$ cat src/sv/rbcd_pkg.sv
`timescale 1ns / 1ps
// Shared types and constants of the RSSI baseline change detector.
// No dependencies; used by every module of the block.
package rbcd_pkg;

  localparam int DEVICE_SLOTS_DEF = 64;

  localparam int ADDR_W  = 32;
  localparam int LEVEL_W = 13;
  localparam int STAMP_W = 64;
  localparam int FRAC_W  = 17;
  localparam int EXCESS_W = 14;
  localparam int STATUS_W = 8;

  localparam logic [STATUS_W-1:0] STATUS_ACCEPT = 8'd16;
  localparam logic [FRAC_W-1:0]   FRAC_ONE      = 17'd65536;
  localparam logic [FRAC_W-1:0]   FRAC_RESET    = 17'd6554;

  // One record as it travels down the slot chain
  typedef struct packed {
    logic                       valid;
    logic                       found;   // matched a stored device
    logic                       placed;  // stored as a new device
    logic [ADDR_W-1:0]          addr;
    logic signed [LEVEL_W-1:0]  rssi;
    logic [STAMP_W-1:0]         stamp;
    logic signed [LEVEL_W-1:0]  base;
  } query_t;

endpackage

$ cat src/sv/rbcd_cell.sv
`timescale 1ns / 1ps
// One device slot of the chain: holds an address and its base level,
// matches or claims the passing request, and hands it to the next slot.
// Depends on rbcd_pkg.
module rbcd_cell (
  input  logic            clk,
  input  logic            rst,
  input  logic            adv,
  input  rbcd_pkg::query_t q_in,
  output rbcd_pkg::query_t q_out,
  output logic            occupied
);
  import rbcd_pkg::*;

  logic                      slot_valid;
  logic [ADDR_W-1:0]         slot_address;
  logic signed [LEVEL_W-1:0] slot_base;

  query_t q_next;
  logic   claim;

  // Match against the stored device, or claim this slot if it is free
  always_comb begin
    q_next = q_in;
    claim  = 1'b0;
    if (q_in.valid && !q_in.found && !q_in.placed) begin
      if (slot_valid && slot_address == q_in.addr) begin
        q_next.found = 1'b1;
        q_next.base  = slot_base;
      end else if (!slot_valid) begin
        q_next.placed = 1'b1;
        claim         = 1'b1;
      end
    end
  end

  // Advance the request and update the slot; payload needs no reset
  always_ff @(posedge clk) begin
    if (rst) begin
      q_out.valid <= 1'b0;
      slot_valid  <= 1'b0;
    end else if (adv) begin
      q_out.valid <= q_next.valid;
      if (claim) begin
        slot_valid <= 1'b1;
      end
    end
    if (adv) begin
      q_out.found  <= q_next.found;
      q_out.placed <= q_next.placed;
      q_out.addr   <= q_next.addr;
      q_out.rssi   <= q_next.rssi;
      q_out.stamp  <= q_next.stamp;
      q_out.base   <= q_next.base;
      if (claim) begin
        slot_address <= q_in.addr;
        slot_base    <= q_in.rssi;
      end
    end
  end

  assign occupied = slot_valid;

endmodule

$ cat config.mk
export PLATFORM = sky130hd
export DESIGN_NAME = rbcd_cell
export DESIGN_NICKNAME = d
export VERILOG_FILES = /design/src/sv/rbcd_pkg.sv /design/src/sv/rbcd_cell.sv
export SDC_FILE = /design/constraint.sdc
export NUM_CORES = 1
export LEC_CHECK = 0
export ABC_AREA = 1
export BUFFER_PORTS_ARGS = -buffer_cell sky130_fd_sc_hd__buf_4
export CORE_UTILIZATION = 51
export DETAILED_ROUTE_END_ITERATION = 8
export GPL_ROUTABILITY_DRIVEN = 0
export PLACE_DENSITY = 0.81
export REMOVE_ABC_BUFFERS = 1
export SETUP_SLACK_MARGIN = 0.15
export SYNTH_ARGS = -nofsm -noshare
export SYNTH_HDL_FRONTEND = slang
export SYNTH_SLANG_ARGS = --single-unit
$ cat constraint.sdc
create_clock -name clk -period 13 [get_ports clk]
set_input_delay 3.25 -clock clk [delete_from_list [all_inputs] [get_ports clk]]
set_output_delay 3.25 -clock clk [all_outputs]
set_load 0.02 [all_outputs]
# After elaboration in Yosys (flattened, before gate mapping)
# Index checks and enable logic that the tools add are counted.
[op_classes]
eq_ne = 1
mux = 9
n_reduce_logical = 6
[ops]
columns = ["op", "n"]
rows = [
  ["== test 32 bit", 1],
  ["two-way mux 13 bit", 2],
  ["two-way mux 1 bit", 6],
  ["logical AND 1 bit", 3],
  ["logical NOT 1 bit", 2],
  ["two-way mux 2 bit", 1],
  ["AND reduction 2 bit", 1],
]
[totals]
ff_bits = 171
inputBits = 128
output_inout_bits = 126
elab_cells = 26

# Logic depth before layout (Yosys ltp)
[logic_depth]
ltp_word = 5
ltp_mapped = 12
ltp_nobuf = 11

# Worst setup path before layout
# No wires, ideal clock.
[synth_path]
kind = "input -> register"
start = "in q_in[122] (netlist name)"
end = "reg slot_address[0] (enable)"
setup_time_ps = 505
arrival_time_ps = 6591
required_time_ps = 12495
path_slack_ps = 5905
path_stages = 5
path_buffers = 0
cell_sequence = "inv_1 -> nand2_1 -> nor2_2 -> inv_1 -> nor3_1"
[synth_between]
elab_chain_len = 4
[synth_lines]
columns = ["element", "line", "text"]
rows = [
  ["start: declaration", "rbcd_cell.sv:9", "input rbcd_pkg::query_t q_in,"],
  ["logical NOT 1 bit", "rbcd_cell.sv:26", "if (q_in.valid && !q_in.found && !q_in.placed) begin"],
  ["logical AND 1 bit", "rbcd_cell.sv:26", ""],
  ["two-way mux 1 bit", "rbcd_cell.sv:26", ""],
  ["AND reduction 2 bit (no line)", "--", ""],
  ["end signal: assignment", "rbcd_cell.sv:56", "slot_address <= q_in.addr;"],
  ["end: declaration", "rbcd_cell.sv:16", "logic [ADDR_W-1:0] slot_address;"],
]
# No other way between the ends.
# A chain may end at the register's enable or synchronous reset.

# Worst setup path after layout
[layout_path]
start = "in adv"
end = "reg q_out[70] (netlist name) (enable)"
[layout_rtl]
columns = ["element", "line", "text"]
rows = [
  ["start: declaration", "rbcd_cell.sv:8", "input logic adv,"],
  ["end: declaration", "rbcd_cell.sv:10", "output rbcd_pkg::query_t q_out,"],
]
# No word-level cell between the ends.

==> flow_summary.yaml <==
route:
  firstDrtPassIters: 7
  vias: 4047
  drt_wl_total_um: 14700
  drc: 21
  final_antenna_net_count: 0
  drt_iter0_markers: 258
  routed_via_density: 4.85
  top_layer: "met4"
  wl_met1_um: 5170
  wl_met3_um: 1320
  wl_per_cell_um: 17.6
  wl_met2_um: 7740
layout:
  final_nets: 806
  diodes: 0
  fin_util_pct: 75.6
  final_area_mm2: 0.00875
  drive_gt1_share_pct: 43.1
  areaGrowthSynthToFinish_pct: 42.5
yosys:
  synth_flop_cell: "edfxtp_1"
  ys_top_cells_by_count: "edfxtp_1 (169), nand2_1 (109), inv_1 (59)"
  synth_top_area_cell: "edfxtp_1"
  synth_edf_count: 169
  ys_ff_latch: 171
  synthDistinctLibCells: 20
  syn_avg_cell_area_um2: 15.1
  synthCells: 406
  ys_warn_count: 0
  synthTopCellsByArea: "edfxtp_1 (83%), nand2_1 (6.7%), inv_1 (3.6%), nor2_1 (1.3%), nand3_1 (1.2%)"
  synth_area_mm2: 0.00614
  synthArstFlopShare_pct: 0
  yosysMostFrequentCell: "edfxtp_1"
  synth_top_area_share_pct: 82.7
  ys_seq_area_share_pct: 83.3
timing:
  slew_headroom_pct: 26.1
  post-route-min-period_ns: 4.63
  worst_slack_ns: 8.37
  fin_crit_sh_pct: 35.7
  fmax_ghz: 0.216
  rsz0062_at_grt: "false"
  hold_viol: 0
  maxSlewViolCount: 0
  setup_tns_ns: 0
  whs_ns: 0.538
  setup_violations: 0
  fin_skew_ns: 0.00639
  worstMarginPinSlew_ns: 1.11
pwr:
  irDropWorstVdd_v: 0.000109
  leakage_nw: 3.90
  power.density_mw_per_mm2: 144
min_path:
  worstHoldPathType: "reg2reg"
cts:
  htree_levels: 4
  cts.sinks: 171
  clk_pin_slew_ns: 0.06
  cts_setup_buffers: 0
  cts_root_buf: "clkbuf_16"
  cts_resized: 0
  cts_buffer_depth: 2
  cts_buffers: 17
  postCtsHoldBufs: 0
  insertion_delay_ns: 0.42
  cts_tree: "built"
grt:
  grt_use_total_pct: 24.1
  first_global_vias: 4014
  overflow: 0
  grt_max_degree: 91
  antenna_found_initial: 0
  grt_pass1_wl_um: 21600
place:
  pre_cts_slack_ns: 7.93
  port_buffers: 253
  hpwl_um: 10400
  dpl_cell_area_mm2: 0.00821
critical_path:
  crit_buf_inv: 2
  cpMostUsedCell: "buf_4"
  critPathLaunchType: "input pin"
  endpoint: "q_out[70]$_DFFE_PP_"
  end_kind: "register"
  startpoint: "adv"
  path_max_fanout: 90
  rr_startpoint: "slot_address[22]$_DFFE_PP_"
  crit_family: "buffers and inverters"
  cpPeakStageDelay_ns: 0.92
  path_cells: "buf_4 -> buf_4"
  critPathKind: "in2reg"
  path_depth: 2
  worst-r2r-setup-slack_ns: 11.31
  cp_slowest_cell: "buf_4"
  worst-r2r-cell-count: 10
  cp.required_ns: 13.03
  cp.arrival_ns: 4.67
  rr_endpoint: "q_out[6]$_DFFE_PP_"
floorplanning:
  core_area_mm2: 0.0116
  initial_core_util_pct: 53.1
  ioPinCount: 254
  die_w_um: 112
  die-area_mm2: 0.0125
  die_h_um: 112
  rows: 39
flow_run:
  drv_cap: 0
status:
  status: "finished, violations left"
  violations: "design-rule violations"
-- metrics by stage --
stage	power (W)	cells
detailed placement	0.000817	802
global placement	0.000813	802
global route	0.00130	834
floorplan	0.000721	403
CTS	0.00127	834
finish	0.00126	834
-- registers in the layout, indices dropped and copies added, names as in the netlist --
signal and flops:
q_out 125, slot_address 32, slot_base 13, occupied 1
-- per-layer routing --
layer | GRT usage, % | vias to the layer above
li1 | - | 1915
met1 | 25.8 | 1927
met2 | 42.0 | 176
met3 | 9.15 | 29
met4 | 11.5 | 0
met5 | 0 | -
-- where the power goes --
group          internal (W)  total (W)  switching [W]
combinational     0.0000670   0.000150      0.0000828
clock              0.000260   0.000456       0.000196
sequential         0.000645   0.000656      0.0000106
total              0.000972    0.00126       0.000290
-- cell type report --
type	count	area [um2]
clock buffers	18	429
clock inverters	14	106
fillers	698	2820
inverters	64	240
multi-input cells	168	757
flip-flops and latches	171	5110
well taps	143	179
repair buffers	256	1920
-- placed cells by master (no fill, tap or decap), types with 2 or more instances in the layout --
| cell | count |
|---|---|
| inv_2 | 5 |
| nand2_1 | 109 |
| clkinv_4 | 3 |
| xnor2_1 | 4 |
| buf_4 | 256 |
| nand3_1 | 15 |
| nor2_1 | 22 |
| dfxtp_1 | 2 |
| nor2_4 | 2 |
| inv_1 | 59 |
| edfxtp_1 | 169 |
| o22ai_1 | 3 |
| clkbuf_16 | 17 |
| clkinv_2 | 4 |
| o21ai_0 | 4 |
| clkinvlp_4 | 2 |
| nor2_2 | 3 |
| clkinv_1 | 4 |
-- worst min-delay path by stage --
| stage | from | endpoint | slack (ns) | depth (start not counted) |
|---|---|---|---|---|
| finish | q_out[124]$_SDFFE_PP0P_ | q_out[124]$_SDFFE_PP0P_ | 0.54 | 2 |
| global route | slot_base[1]$_DFFE_PP_ | q_out[1]$_DFFE_PP_ | 0.57 | 2 |
| CTS | q_out[124]$_SDFFE_PP0P_ | q_out[124]$_SDFFE_PP0P_ | 0.54 | 2 |
| detailed placement | q_out[124]$_SDFFE_PP0P_ | q_out[124]$_SDFFE_PP0P_ | 0.52 | 2 |
| global placement | q_out[124]$_SDFFE_PP0P_ | q_out[124]$_SDFFE_PP0P_ | 0.50 | 2 |
| floorplan | slot_base[0]$_DFFE_PP_ | q_out[0]$_DFFE_PP_ | 0.52 | 2 |
-- cells by family after synthesis --
| group | Yosys count | share of synthesized area [%] |
|---|---|---|
| simple gates | 156 | 10.9 |
| flops | 171 | 83.3 |
| xor+xnor | 5 | 0.714 |
| buf+inv | 67 | 4.40 |
| compound gates | 7 | 0.632 |
Power figures use the tool's default switching activity.
