<file path="src/sv/rbcd_pkg.sv">
`timescale 1ns / 1ps
// Shared types and constants of the RSSI baseline change detector.
// No dependencies; used by every module of the block.
package rbcd_pkg;

  localparam int DEVICE_SLOTS_DEF = 64;

  localparam int ADDR_W  = 32;
  localparam int LEVEL_W = 13;
  localparam int STAMP_W = 64;
  localparam int FRAC_W  = 17;
  localparam int EXCESS_W = 14;
  localparam int STATUS_W = 8;

  localparam logic [STATUS_W-1:0] STATUS_ACCEPT = 8'd16;
  localparam logic [FRAC_W-1:0]   FRAC_ONE      = 17'd65536;
  localparam logic [FRAC_W-1:0]   FRAC_RESET    = 17'd6554;

  // One record as it travels down the slot chain
  typedef struct packed {
    logic                       valid;
    logic                       found;   // matched a stored device
    logic                       placed;  // stored as a new device
    logic [ADDR_W-1:0]          addr;
    logic signed [LEVEL_W-1:0]  rssi;
    logic [STAMP_W-1:0]         stamp;
    logic signed [LEVEL_W-1:0]  base;
  } query_t;

endpackage

</file>
<file path="src/sv/rbcd_check.sv">
`timescale 1ns / 1ps
// Band check behind the slot chain: margin multiply stage, then the
// band compare and excess into the output register. Depends on rbcd_pkg.
module rbcd_check (
  input  logic                               clk,
  input  logic                               rst,
  input  logic                               adv,
  input  logic [rbcd_pkg::FRAC_W-1:0]        frac,
  input  rbcd_pkg::query_t                   q_tail,
  output logic                               alert_valid,
  output logic [rbcd_pkg::ADDR_W-1:0]        alert_address,
  output logic [rbcd_pkg::STAMP_W-1:0]       alert_time,
  output logic signed [rbcd_pkg::LEVEL_W-1:0] base_level,
  output logic signed [rbcd_pkg::LEVEL_W-1:0] measured_level,
  output logic [rbcd_pkg::EXCESS_W-1:0]      excess
);
  import rbcd_pkg::*;

  localparam int PROD_W = 31;
  localparam int BAND_W = 15;

  // Margin stage
  logic [FRAC_W-1:0]          frac_sat;
  logic signed [PROD_W-1:0]   prod;
  logic signed [PROD_W-1:0]   rounded;
  logic                       m_valid;
  logic [ADDR_W-1:0]          m_addr;
  logic [STAMP_W-1:0]         m_stamp;
  logic signed [LEVEL_W-1:0]  m_base;
  logic signed [LEVEL_W-1:0]  m_rssi;
  logic signed [EXCESS_W-1:0] m_margin;

  // Compare stage
  logic signed [BAND_W-1:0] base_x;
  logic signed [BAND_W-1:0] rssi_x;
  logic signed [BAND_W-1:0] hi;
  logic signed [BAND_W-1:0] lo;
  logic signed [BAND_W-1:0] ex;
  logic                     in_band;

  // Clamp the fraction at 1.0 and scale the base, rounding halves up
  always_comb begin
    frac_sat = (frac > FRAC_ONE) ? FRAC_ONE : frac;
    prod     = PROD_W'(q_tail.base) * PROD_W'(signed'({1'b0, frac_sat}));
    rounded  = prod + PROD_W'(32768);
  end

  always_ff @(posedge clk) begin
    if (rst) begin
      m_valid <= 1'b0;
    end else if (adv) begin
      m_valid <= q_tail.valid && q_tail.found;
    end
  end

  always_ff @(posedge clk) begin
    if (adv) begin
      m_addr   <= q_tail.addr;
      m_stamp  <= q_tail.stamp;
      m_base   <= q_tail.base;
      m_rssi   <= q_tail.rssi;
      m_margin <= EXCESS_W'(rounded >>> 16);
    end
  end

  // Band edges and distance beyond the violated edge
  always_comb begin
    base_x  = BAND_W'(m_base);
    rssi_x  = BAND_W'(m_rssi);
    hi      = base_x + BAND_W'(m_margin);
    lo      = base_x - BAND_W'(m_margin);
    in_band = (hi <= rssi_x) && (rssi_x <= lo);
    ex      = (hi > rssi_x) ? (hi - rssi_x) : (rssi_x - lo);
  end

  always_ff @(posedge clk) begin
    if (rst) begin
      alert_valid <= 1'b0;
    end else if (adv) begin
      alert_valid <= m_valid && !in_band;
    end
  end

  always_ff @(posedge clk) begin
    if (adv) begin
      alert_address  <= m_addr;
      alert_time     <= m_stamp;
      base_level     <= m_base;
      measured_level <= m_rssi;
      excess         <= ex[EXCESS_W-1:0];
    end
  end

endmodule

</file>
<file path="config.mk">
export PLATFORM = sky130hd
export DESIGN_NAME = rbcd_check
export DESIGN_NICKNAME = d
export VERILOG_FILES = /design/src/sv/rbcd_pkg.sv /design/src/sv/rbcd_check.sv
export SDC_FILE = /design/constraint.sdc
export NUM_CORES = 1
export LEC_CHECK = 0
export ABC_AREA = 1
export BUFFER_PORTS_ARGS = -buffer_cell sky130_fd_sc_hd__buf_2
export CELL_PAD_IN_SITES_DETAIL_PLACEMENT = 0
export CELL_PAD_IN_SITES_GLOBAL_PLACEMENT = 1
export CORE_ASPECT_RATIO = 0.5
export CORE_MARGIN = 2
export CORE_UTILIZATION = 46
export CTS_CLUSTER_SIZE = 30
export DETAILED_ROUTE_END_ITERATION = 10
export PLACE_DENSITY = 0.84
export SLEW_MARGIN = 20
export SYNTH_ARGS = -nofsm -noshare
export SYNTH_HDL_FRONTEND = slang
export SYNTH_SLANG_ARGS = --single-unit
</file>
<file path="constraint.sdc">
create_clock -name clk -period 8.2 [get_ports clk]
set_input_delay 2.05 -clock clk [delete_from_list [all_inputs] [get_ports clk]]
set_output_delay 2.05 -clock clk [all_outputs]
set_load 0.02 [all_outputs]
</file>
Word-level counts from Yosys, hierarchy flattened
Cells that the tools add are included.
Storage, ports and cells
  bits of input ports: 145
  bits in registers: 274
Cells by class
  multipliers: 1
  reduce and logical (&&, ||, !) cells: 4
  add/subtract/negate cells: 5
  multiplexer cells: 2
  $lt $le $gt $ge: 4
Operators by type and width (count)
  $add A30 B17 Y30 const B: 1
  $mul A13 B18 Y30: 1
  $gt A17 B17 Y1 const B: 1
  $mux W17: 1
  $add A13 B14 Y15: 1
  $gt A15 B13 Y1: 1
  $le A13 B15 Y1: 1
  $le A15 B13 Y1: 1
  $sub A13 B14 Y15: 1
  $mux W14: 1
  $sub A13 B14 Y14: 1
  $sub A14 B13 Y14: 1
  $logic_and A1 B1 Y1: 3
  $logic_not A1 Y1: 1

Logic depth before layout (Yosys ltp)
Gate-level depths: netlist of the first run.
  word-level depth: 5
  depth in mapped cells: 31

Least setup slack after synthesis of the first run
No wires, ideal clock.
  path kind: input -> register
  start: input frac[1] (netlist name)
  end: register m_margin[11], data pin
  stages on the path: 25
  setup time: 258 ps
  arrival time: 7270 ps
  buffers on the path: 1
  required time: 7942 ps
  path slack: 672 ps
  path through: nor2_1 -> nand2_1 -> nor2_1 -> nand2_1 -> nand2_4 -> buf_2 -> nand2_1 -> inv_1 -> nand2_1 -> fa_1 -> fa_1 -> inv_1 -> fa_1 -> fa_1 -> fa_1 -> fa_1 -> ha_1 -> a21o_1 -> a21oi_1 -> o21ai_0 -> a211oi_1 -> nand2_1 -> nand2_1 -> nand2_1 -> xor2_1
On the way
  longest elaborated chain between the ends: 4
RTL lines
  start, declared: line rbcd_check.sv:8  | input logic [rbcd_pkg::FRAC_W-1:0] frac,
  $gt A17 B17 Y1: line rbcd_check.sv:43  | frac_sat = (frac > FRAC_ONE) ? FRAC_ONE : frac;
  $mux W17 (*): line rbcd_check.sv:43
  $mul A13 B18 Y30 (*): line rbcd_check.sv:44  | prod = PROD_W'(q_tail.base) * PROD_W'(signed'({1'b0, frac_sat}));
  $add A30 B17 Y30 (*): line rbcd_check.sv:45  | rounded = prod + PROD_W'(32768);
  named net rounded[27]: line rbcd_check.sv:25  | logic signed [PROD_W-1:0] rounded;
  end signal, assigned: line rbcd_check.sv:62  | m_margin <= EXCESS_W'(rounded >>> 16);
  end, declared: line rbcd_check.sv:31  | logic signed [EXCESS_W-1:0] m_margin;
Mark *: on every way through the listed nets, which the timed path passes. The rest lies on a longest branch.
A chain may end at the register's enable or synchronous reset.

Final worst setup path of the first run
  start: input frac[1] (netlist name)
  end: register m_margin[12], data pin
Same word-level chain as after synthesis.

==> results.sh, run 1 <==
export IMPL_routed_wl_um=41930
export IMPL_drc_errors=0
export IMPL_cpMaxStageDelayCell="fa_1"
export IMPL_worst_path_max_fanout=16
export IMPL_p_clk_share_pct=18.2
export IMPL_power_frac_seq_pct=26.6
export IMPL_ys_seq_area_share_pct=44.99
export IMPL_n_fill_cell=3448
export IMPL_cp_required_ns=8.49
export IMPL_die_w_um=285.6
export IMPL_rsz0062_at_grt="false"
export IMPL_dieArea_um2=41360
export IMPL_min_path_type="flop to flop"
export IMPL_first_pass_iters=5
export IMPL_synth_edf_count=272
export IMPL_clkSlewWorstSetupHoldPaths_ns=0.06
export IMPL_post_cts_buffers=0
export IMPL_rows=51
export IMPL_cts_tree="done"
export IMPL_worstSetupEndpointType="flop"
export IMPL_grt_max_degree=114
export IMPL_finalSetupViolCount=0
export IMPL_p_leak_nw=10.22
export IMPL_cts_resized=0
export IMPL_core_um2=38990
export IMPL_syn_avg_cell_area_um2=10.98
export IMPL_multi_input_area_um2=8801
export IMPL_synth_nets=2127
export IMPL_syn_inst=1661
export IMPL_final_hold_viol_count=0
export IMPL_num_nets_final=2445
export IMPL_portBuffers=280
export IMPL_yosys_most_used_dff="edfxtp_1"
export IMPL_p_sw_mw=3.023
export IMPL_critical_path_startpoint_type="input pin"
export IMPL_r2r_slack_ns=4.17
export IMPL_setup_tns_final_ns=0
export IMPL_num_vias=12350
export IMPL_min_period_ns=7.552
export IMPL_gp_congestion=0.9090
export IMPL_synth_seq_cells=274
export IMPL_grt_pass1_wl_um=64560
export IMPL_synthArstFlopShare_pct=0
export IMPL_htreeDepth=1
export IMPL_gr_usage_all_layers_pct=19.86
export IMPL_cts_sinks=274
export IMPL_timing_slew_headroom_pct=32.54
export IMPL_gr_total_overflow=0
export IMPL_drt_antenna_violating_nets=0
export IMPL_skew_ns=0.01004
export IMPL_syn_area_um2=18240
export IMPL_peakVddDrop_uv=191.3
export IMPL_worstSkewPairLatency_ns=0.53
export IMPL_drt_iter0_drc=629
export IMPL_path_class="input pin to flop"
export IMPL_dp_hpwl_um=34140
export IMPL_min_period_over_period_pct=92.09
export IMPL_swShare_pct=42.47
export IMPL_numCtsBuffers=27
export IMPL_initial_core_util_pct=46.79
export IMPL_cts_hold_buffers=0
export IMPL_viasPerCell=4.878
export IMPL_ff_latch_area_um2=8208
export IMPL_drive_gt1_share_pct=18.50
export IMPL_p_comb_share_pct=55.2
export IMPL_cap_violations=0
export IMPL_antenna_found_initial=0
export IMPL_final_cell_area_um2=21390
export IMPL_grt_pass1_vias=12380
export IMPL_yosysWarnings=0
export IMPL_io_pins=282
export IMPL_crit_top_cell="nand2_1"
export IMPL_cts_root_buffer="clkbuf_16"
export IMPL_clk_path_buf_depth=3
export IMPL_syn2layout_area_growth_pct=17.26
export IMPL_hold_depth=0
export IMPL_arrival_ns=7.84
export IMPL_worst_pin_slew_ns=1.012
export IMPL_powerDensity_nw_per_um2=332.7
export IMPL_intPower_mw=4.095
export IMPL_wl_per_cell_um=16.57
export IMPL_die_y_um=144.8
export IMPL_status="finished, final reports clean"
export IMPL_synth_distinct_cells=45
export IMPL_drv_slew=0
export IMPL_rr_worst_depth=20
export IMPL_clock_fmax_mhz=132.4
export IMPL_slowest_delay_ns=0.61
export IMPL_postPlaceCellArea_um2=20440
-- cell usage after synthesis, types with 3 or more instances --
library cell | instances | area share [%]
a31oi_1 | 6 | 0.21
inv_1 | 289 | 5.9
o21bai_1 | 3 | 0.12
buf_6 | 3 | 0.19
a21oi_1 | 75 | 2.1
nand2_2 | 5 | 0.17
clkbuf_1 | 16 | 0.33
nand3_1 | 30 | 0.82
nor4_1 | 3 | 0.10
edfxtp_1 | 272 | 45
xor2_1 | 48 | 2.3
a211oi_1 | 4 | 0.16
a21o_1 | 6 | 0.25
clkinv_1 | 6 | 0.12
fa_1 | 168 | 18
o21ai_0 | 37 | 1.0
o21ai_1 | 6 | 0.16
xnor2_1 | 12 | 0.58
nand2_1 | 311 | 6.4
nor2_1 | 156 | 3.2
nor3_1 | 11 | 0.30
nand4_1 | 10 | 0.34
ha_1 | 153 | 10
-- flip-flops by register name (all words and copies together), names as in the netlist, 14 cells and up --
signal	flops
alert_address	32
alert_time	64
excess	14
m_addr	32
m_margin	14
m_stamp	64
-- power groups by stage --
| stage | registers (mW) | logic [mW] | clock network [mW] |
|---|---|---|---|
| 2_1_floorplan | 2.02 | 2.81 | 0 |
| 3_3_place_gp | 1.92 | 3.90 | 0 |
| 3_5_place_dp | 1.93 | 3.92 | 0 |
| 4_1_cts | 1.90 | 3.95 | 1.33 |
| 5_1_grt | 1.91 | 4.48 | 1.38 |
| 6_report | 1.89 | 3.93 | 1.30 |
-- worst max-delay path, delay by kind of cell --
family	cells	cell delay, ns
AOI/OAI and AO/OA	3	0.86
adders and majority gates	7	3.16
buffers and inverters	3	0.44
and+or+nand+nor	12	1.31
-- cell type report --
cell class                 instances  area share [%]
multi-input combinational       1067           41.14
sequential                       274           38.37
timing repair buffer             313           7.756
inverter                         296           5.194
clock buffer                      28           3.176
tap                              530           3.100
clock inverter                    22           1.252
antenna                            1         0.01170
-- metal layers --
| metal | part of all wire (%) | global-route usage (%) | vias up |
|---|---|---|---|
| li1 | - | - | 6017 |
| met1 | 42 | 25.81 | 5937 |
| met2 | 51 | 36.11 | 334 |
| met3 | 4.6 | 1.912 | 59 |
| met4 | 2.3 | 5.043 | 0 |
| met5 | 0 | 0 | - |
-- metrics by stage --
step           hold WS [ns]  total power, mW  setup slack, ns  util [%]  instances
2_1_floorplan        0.4003            4.830           0.6721         -       1661
5_1_grt              0.4222            7.771           0.3358     54.86       2530
3_5_place_dp         0.4045            5.847           0.1834     52.43       2480
3_3_place_gp         0.4003            5.813           0.2013     52.43       2480
6_report             0.4179            7.118           0.6483     54.87       2531
4_1_cts              0.4185            7.172           0.7098     54.86       2530
-- layout by cell type (no fill, tap or decap), drive strengths merged, types with 2 or more instances in the layout --
cell type | synthesis | routed
o21ai | 43 | 43
xor2 | 48 | 48
buf | 8 | 313
edfxtp | 272 | 272
nand2 | 318 | 318
fa | 168 | 168
nor3 | 13 | 13
nand3 | 30 | 30
a211oi | 4 | 4
inv | 290 | 293
dfxtp | 2 | 2
a31oi | 6 | 6
bufinv | 0 | 6
nor2 | 157 | 157
ha | 153 | 153
nand4 | 10 | 10
o21bai | 3 | 3
a21oi | 75 | 75
xnor2 | 12 | 12
o31ai | 2 | 2
or2 | 2 | 2
clkbuf | 16 | 28
nand3b | 2 | 2
a21o | 6 | 6
nor4 | 3 | 3
a21boi | 3 | 3
clkinv | 6 | 18
-- worst paths after layout --
kind,startpoint,end
hold / removal,m_stamp[17],alert_time[17]
setup reg to reg,m_base[0],excess[13]
setup / recovery,frac[1],m_margin[12]
hold reg to reg,m_stamp[17],alert_time[17]
-- kinds of logic after synthesis --
| kind of cell | Yosys count | share of synthesized area (%) |
|---|---|---|
| compound gates | 150 | 4.602 |
| flops | 274 | 44.99 |
| buf+inv | 320 | 6.763 |
| fa+ha+maj | 321 | 28.93 |
| simple gates | 536 | 11.83 |
| xor+xnor | 60 | 2.881 |
No activity file was read; power rests on OpenSTA's default activity.
==> run 2: changes to the inputs <==
--- a/config.mk
+++ b/config.mk
@@ -5,15 +5,15 @@
 export SDC_FILE = /design/constraint.sdc
 export NUM_CORES = 1
 export LEC_CHECK = 0
-export ABC_AREA = 1
 export BUFFER_PORTS_ARGS = -buffer_cell sky130_fd_sc_hd__buf_2
 export CELL_PAD_IN_SITES_DETAIL_PLACEMENT = 0
 export CELL_PAD_IN_SITES_GLOBAL_PLACEMENT = 1
 export CORE_ASPECT_RATIO = 0.5
 export CORE_MARGIN = 2
-export CORE_UTILIZATION = 46
+export CORE_UTILIZATION = 47
 export CTS_CLUSTER_SIZE = 30
 export DETAILED_ROUTE_END_ITERATION = 10
+export GPL_ROUTABILITY_DRIVEN = 0
 export PLACE_DENSITY = 0.84
 export SLEW_MARGIN = 20
 export SYNTH_ARGS = -nofsm -noshare
==> run 2 against run 1 <==
Effect of this change: the flow now finishes with violations (negative setup slack); setup slack got worse by 0.96 ns; sequential share of layout area decreased by 0.44 points; register-to-register slack lost 0.93 ns; largest cell class unchanged.
==> results.sh, run 2 <==
export IMPL_syn_avg_cell_area_um2=12.65
export IMPL_portBuffers=280
export IMPL_initial_core_util_pct=47.60
export IMPL_synthAdderAreaFrac_pct=29.74
export IMPL_drt_iter0_drc=572
export IMPL_drive_gt1_share_pct=27.78
export IMPL_p_total_mw=6.756
export IMPL_cts_root_buffer="clkbuf_16"
export IMPL_syn_inst=1403
export IMPL_n_fill_cell=3080
export IMPL_viasPerCell=4.916
export IMPL_die_w_um=278.8
export IMPL_r2r_slack_ns=3.24
export IMPL_powerDensity_nw_per_um2=312.2
export IMPL_min_period_over_period_pct=103.9
export IMPL_num_nets_final=2248
export IMPL_drc_errors=0
export IMPL_cts_hold_buffers=0
export IMPL_synth_simple_area_share_pct=10.38
export IMPL_gr_total_overflow=0
export IMPL_rsz0062_at_grt="true"
export IMPL_layout_common_cells="buf_2, edfxtp_1, inv_1"
export IMPL_mostFrequentLayoutCell="buf_2"
export IMPL_synth_distinct_cells=58
export IMPL_drt_antenna_violating_nets=0
export IMPL_synth_common_cells="edfxtp_1, inv_1, fa_1, ha_1, nand2_1"
export IMPL_first_pass_iters=4
export IMPL_status="finished with violations"
export IMPL_final_cell_area_um2=21640
export IMPL_min_period_ns=8.516
export IMPL_wl_met1_um=17000
export IMPL_clk_path_buf_depth=3
export IMPL_finalSetupViolCount=9
export IMPL_min_path_type="flop to flop"
export IMPL_clock_fmax_mhz=117.4
export IMPL_critical_path_startpoint_type="input pin"
export IMPL_worstSkewPairLatency_ns=0.53
export IMPL_synthArstFlopShare_pct=0
export IMPL_grt_pass1_wl_um=60170
export IMPL_synth_edf_count=272
export IMPL_setup_tns_final_ns=-1.888
export IMPL_worstSetupEndpointType="flop"
export IMPL_skew_ns=0.01014
export IMPL_syn_area_um2=17750
export IMPL_synth_top_family_by_area="adder cells"
export IMPL_dp_cells=2234
export IMPL_yosys_most_used_dff="edfxtp_1"
export IMPL_die_y_um=141.4
export IMPL_syn2layout_area_growth_pct=21.93
export IMPL_drv_slew=0
export IMPL_clkSlewWorstSetupHoldPaths_ns=0.07
export IMPL_numCtsBuffers=26
export IMPL_worst_path_max_fanout=5
export IMPL_wl_per_cell_um=16.49
export IMPL_yosysTopAreaCell="edfxtp_1"
export IMPL_yosysMostFrequentCell="edfxtp_1"
export IMPL_num_vias=11280
export IMPL_io_pins=282
export IMPL_ys_seq_area_share_pct=46.25
export IMPL_timing_slew_headroom_pct=29.88
export IMPL_wl_met3_um=1792
export IMPL_dieArea_um2=39430
export IMPL_synth_xor_area_share_pct=2.912
export IMPL_dp_hpwl_um=30500
export IMPL_grt_max_degree=111
export IMPL_worst_pin_slew_ns=1.052
export IMPL_peakVddDrop_uv=229.7
export IMPL_reg_top3="alert_time: 64 flops, m_stamp: 64 flops"
export IMPL_grt_pass1_vias=11380
export IMPL_core_um2=37290
export IMPL_synth_compound_area_share_pct=5.217
export IMPL_top_layer_used="met4"
export IMPL_p_leak_nw=10.06
export IMPL_synth_top_cells_by_area="edfxtp_1, fa_1, ha_1, inv_1, and3_1"
export IMPL_preCtsSetupSlack_ns=-0.9138
export IMPL_yosys_area_top_type_share_pct=46.02
export IMPL_rows=50
export IMPL_gr_usage_all_layers_pct=19.17
export IMPL_antenna_found_initial=0
export IMPL_yosysWarnings=0
export IMPL_cts_tree="done"
export IMPL_muxShareOfSynthArea_pct=0.2397
export IMPL_instances_no_fill=2294
export IMPL_num_antenna_cells=0
export IMPL_routed_wl_um=37820
export IMPL_synth_nets=1869
export IMPL_cp_required_ns=8.47
export IMPL_wl_met2_um=18300
export IMPL_setup_slack_ns=-0.3158
export IMPL_path_class="input pin to flop"
export IMPL_arrival_ns=8.79
export IMPL_htreeDepth=1
export IMPL_final_hold_viol_count=0
export IMPL_cts_sinks=274
export IMPL_postPlaceCellArea_um2=20470
export IMPL_cap_violations=0
export IMPL_violations="negative setup slack"
export IMPL_synth_seq_cells=274
==> run 2: area by class of cell <==
type | count | area (µm²) | share of cell area [%]
clock inverter | 16 | 141.4 | 0.6533
timing repair buffer | 395 | 2370 | 10.95
clock buffer | 30 | 665.6 | 3.076
inverter | 205 | 769.5 | 3.556
tap | 494 | 618.1 | 2.856
multi-input combinational | 880 | 8869 | 40.98
sequential | 274 | 8208 | 37.93
==> run 2: stage by stage <==
step / utilization (%) / hold slack, ns
after detailed placement: 54.90 / 0.4045
after global routing: 58.04 / 0.4214
after floorplan: - / 0.4003
after global placement: 54.90 / 0.4002
after CTS: 57.40 / 0.4174
final: 58.04 / 0.4149
==> run 2: cells by family (layout without fill, tap and decap cells) <==
| logic type | after synthesis | count (layout) |
|---|---|---|
| AOI/OAI and AO/OA | 132 | 132 |
| adders and majority gates | 321 | 321 |
| and+or+nand+nor | 364 | 364 |
| xor gates and xnor gates | 59 | 59 |
| DFF | 274 | 274 |
| muxes | 4 | 4 |
| buffers and inverters | 249 | 646 |
==> run 2: critical path, stage by stage <==
cell and delay, ns:
buf_6 0.09, or4_4 0.55, o41ai_4 0.37, buf_4 0.19, buf_6 0.10, and2_4 0.16, buf_4 0.11, nand2_1 0.06
fa_1 0.49, inv_1 0.05, fa_1 0.48, fa_1 0.50, fa_1 0.57, fa_1 0.45, fa_2 0.63, ha_4 0.21
a211o_1 0.29, a211oi_4 0.24, a211oi_4 0.12, or2_4 0.25, a221o_1 0.38, a21o_1 0.20, a21oi_2 0.15, xnor2_1 0.07
==> run 2: repair_timing <==
item | CTS | global route
pin swaps | 15 | 22
gates resized for setup | 21 | 44
endpoints found under the setup margin | 12 | 13
cloned | 1 | 0
buffers inserted | 6 | 9
==> run 2: path summary, 6_finish.rpt <==
path,from,endpoint,depth (start not counted)
min reg2reg,m_stamp[60],alert_time[60],0
max reg2reg,m_base[0],excess[1],18
min,m_stamp[60],alert_time[60],0
max,frac[9],m_margin[7],24
==> run 2: metal layers <==
layer	vias to the layer above	global-route usage, %
met5	-	0
met2	256	33.10
li1	5512	-
met4	0	4.612
met3	40	1.910
met1	5469	26.42
==> run 2: power by group <==
group	total, mW	switching, mW	internal, mW
combinational	3.74	2.01	1.74
sequential	1.89	0.0556	1.83
clock	1.13	0.482	0.644
total	6.76	2.54	4.21
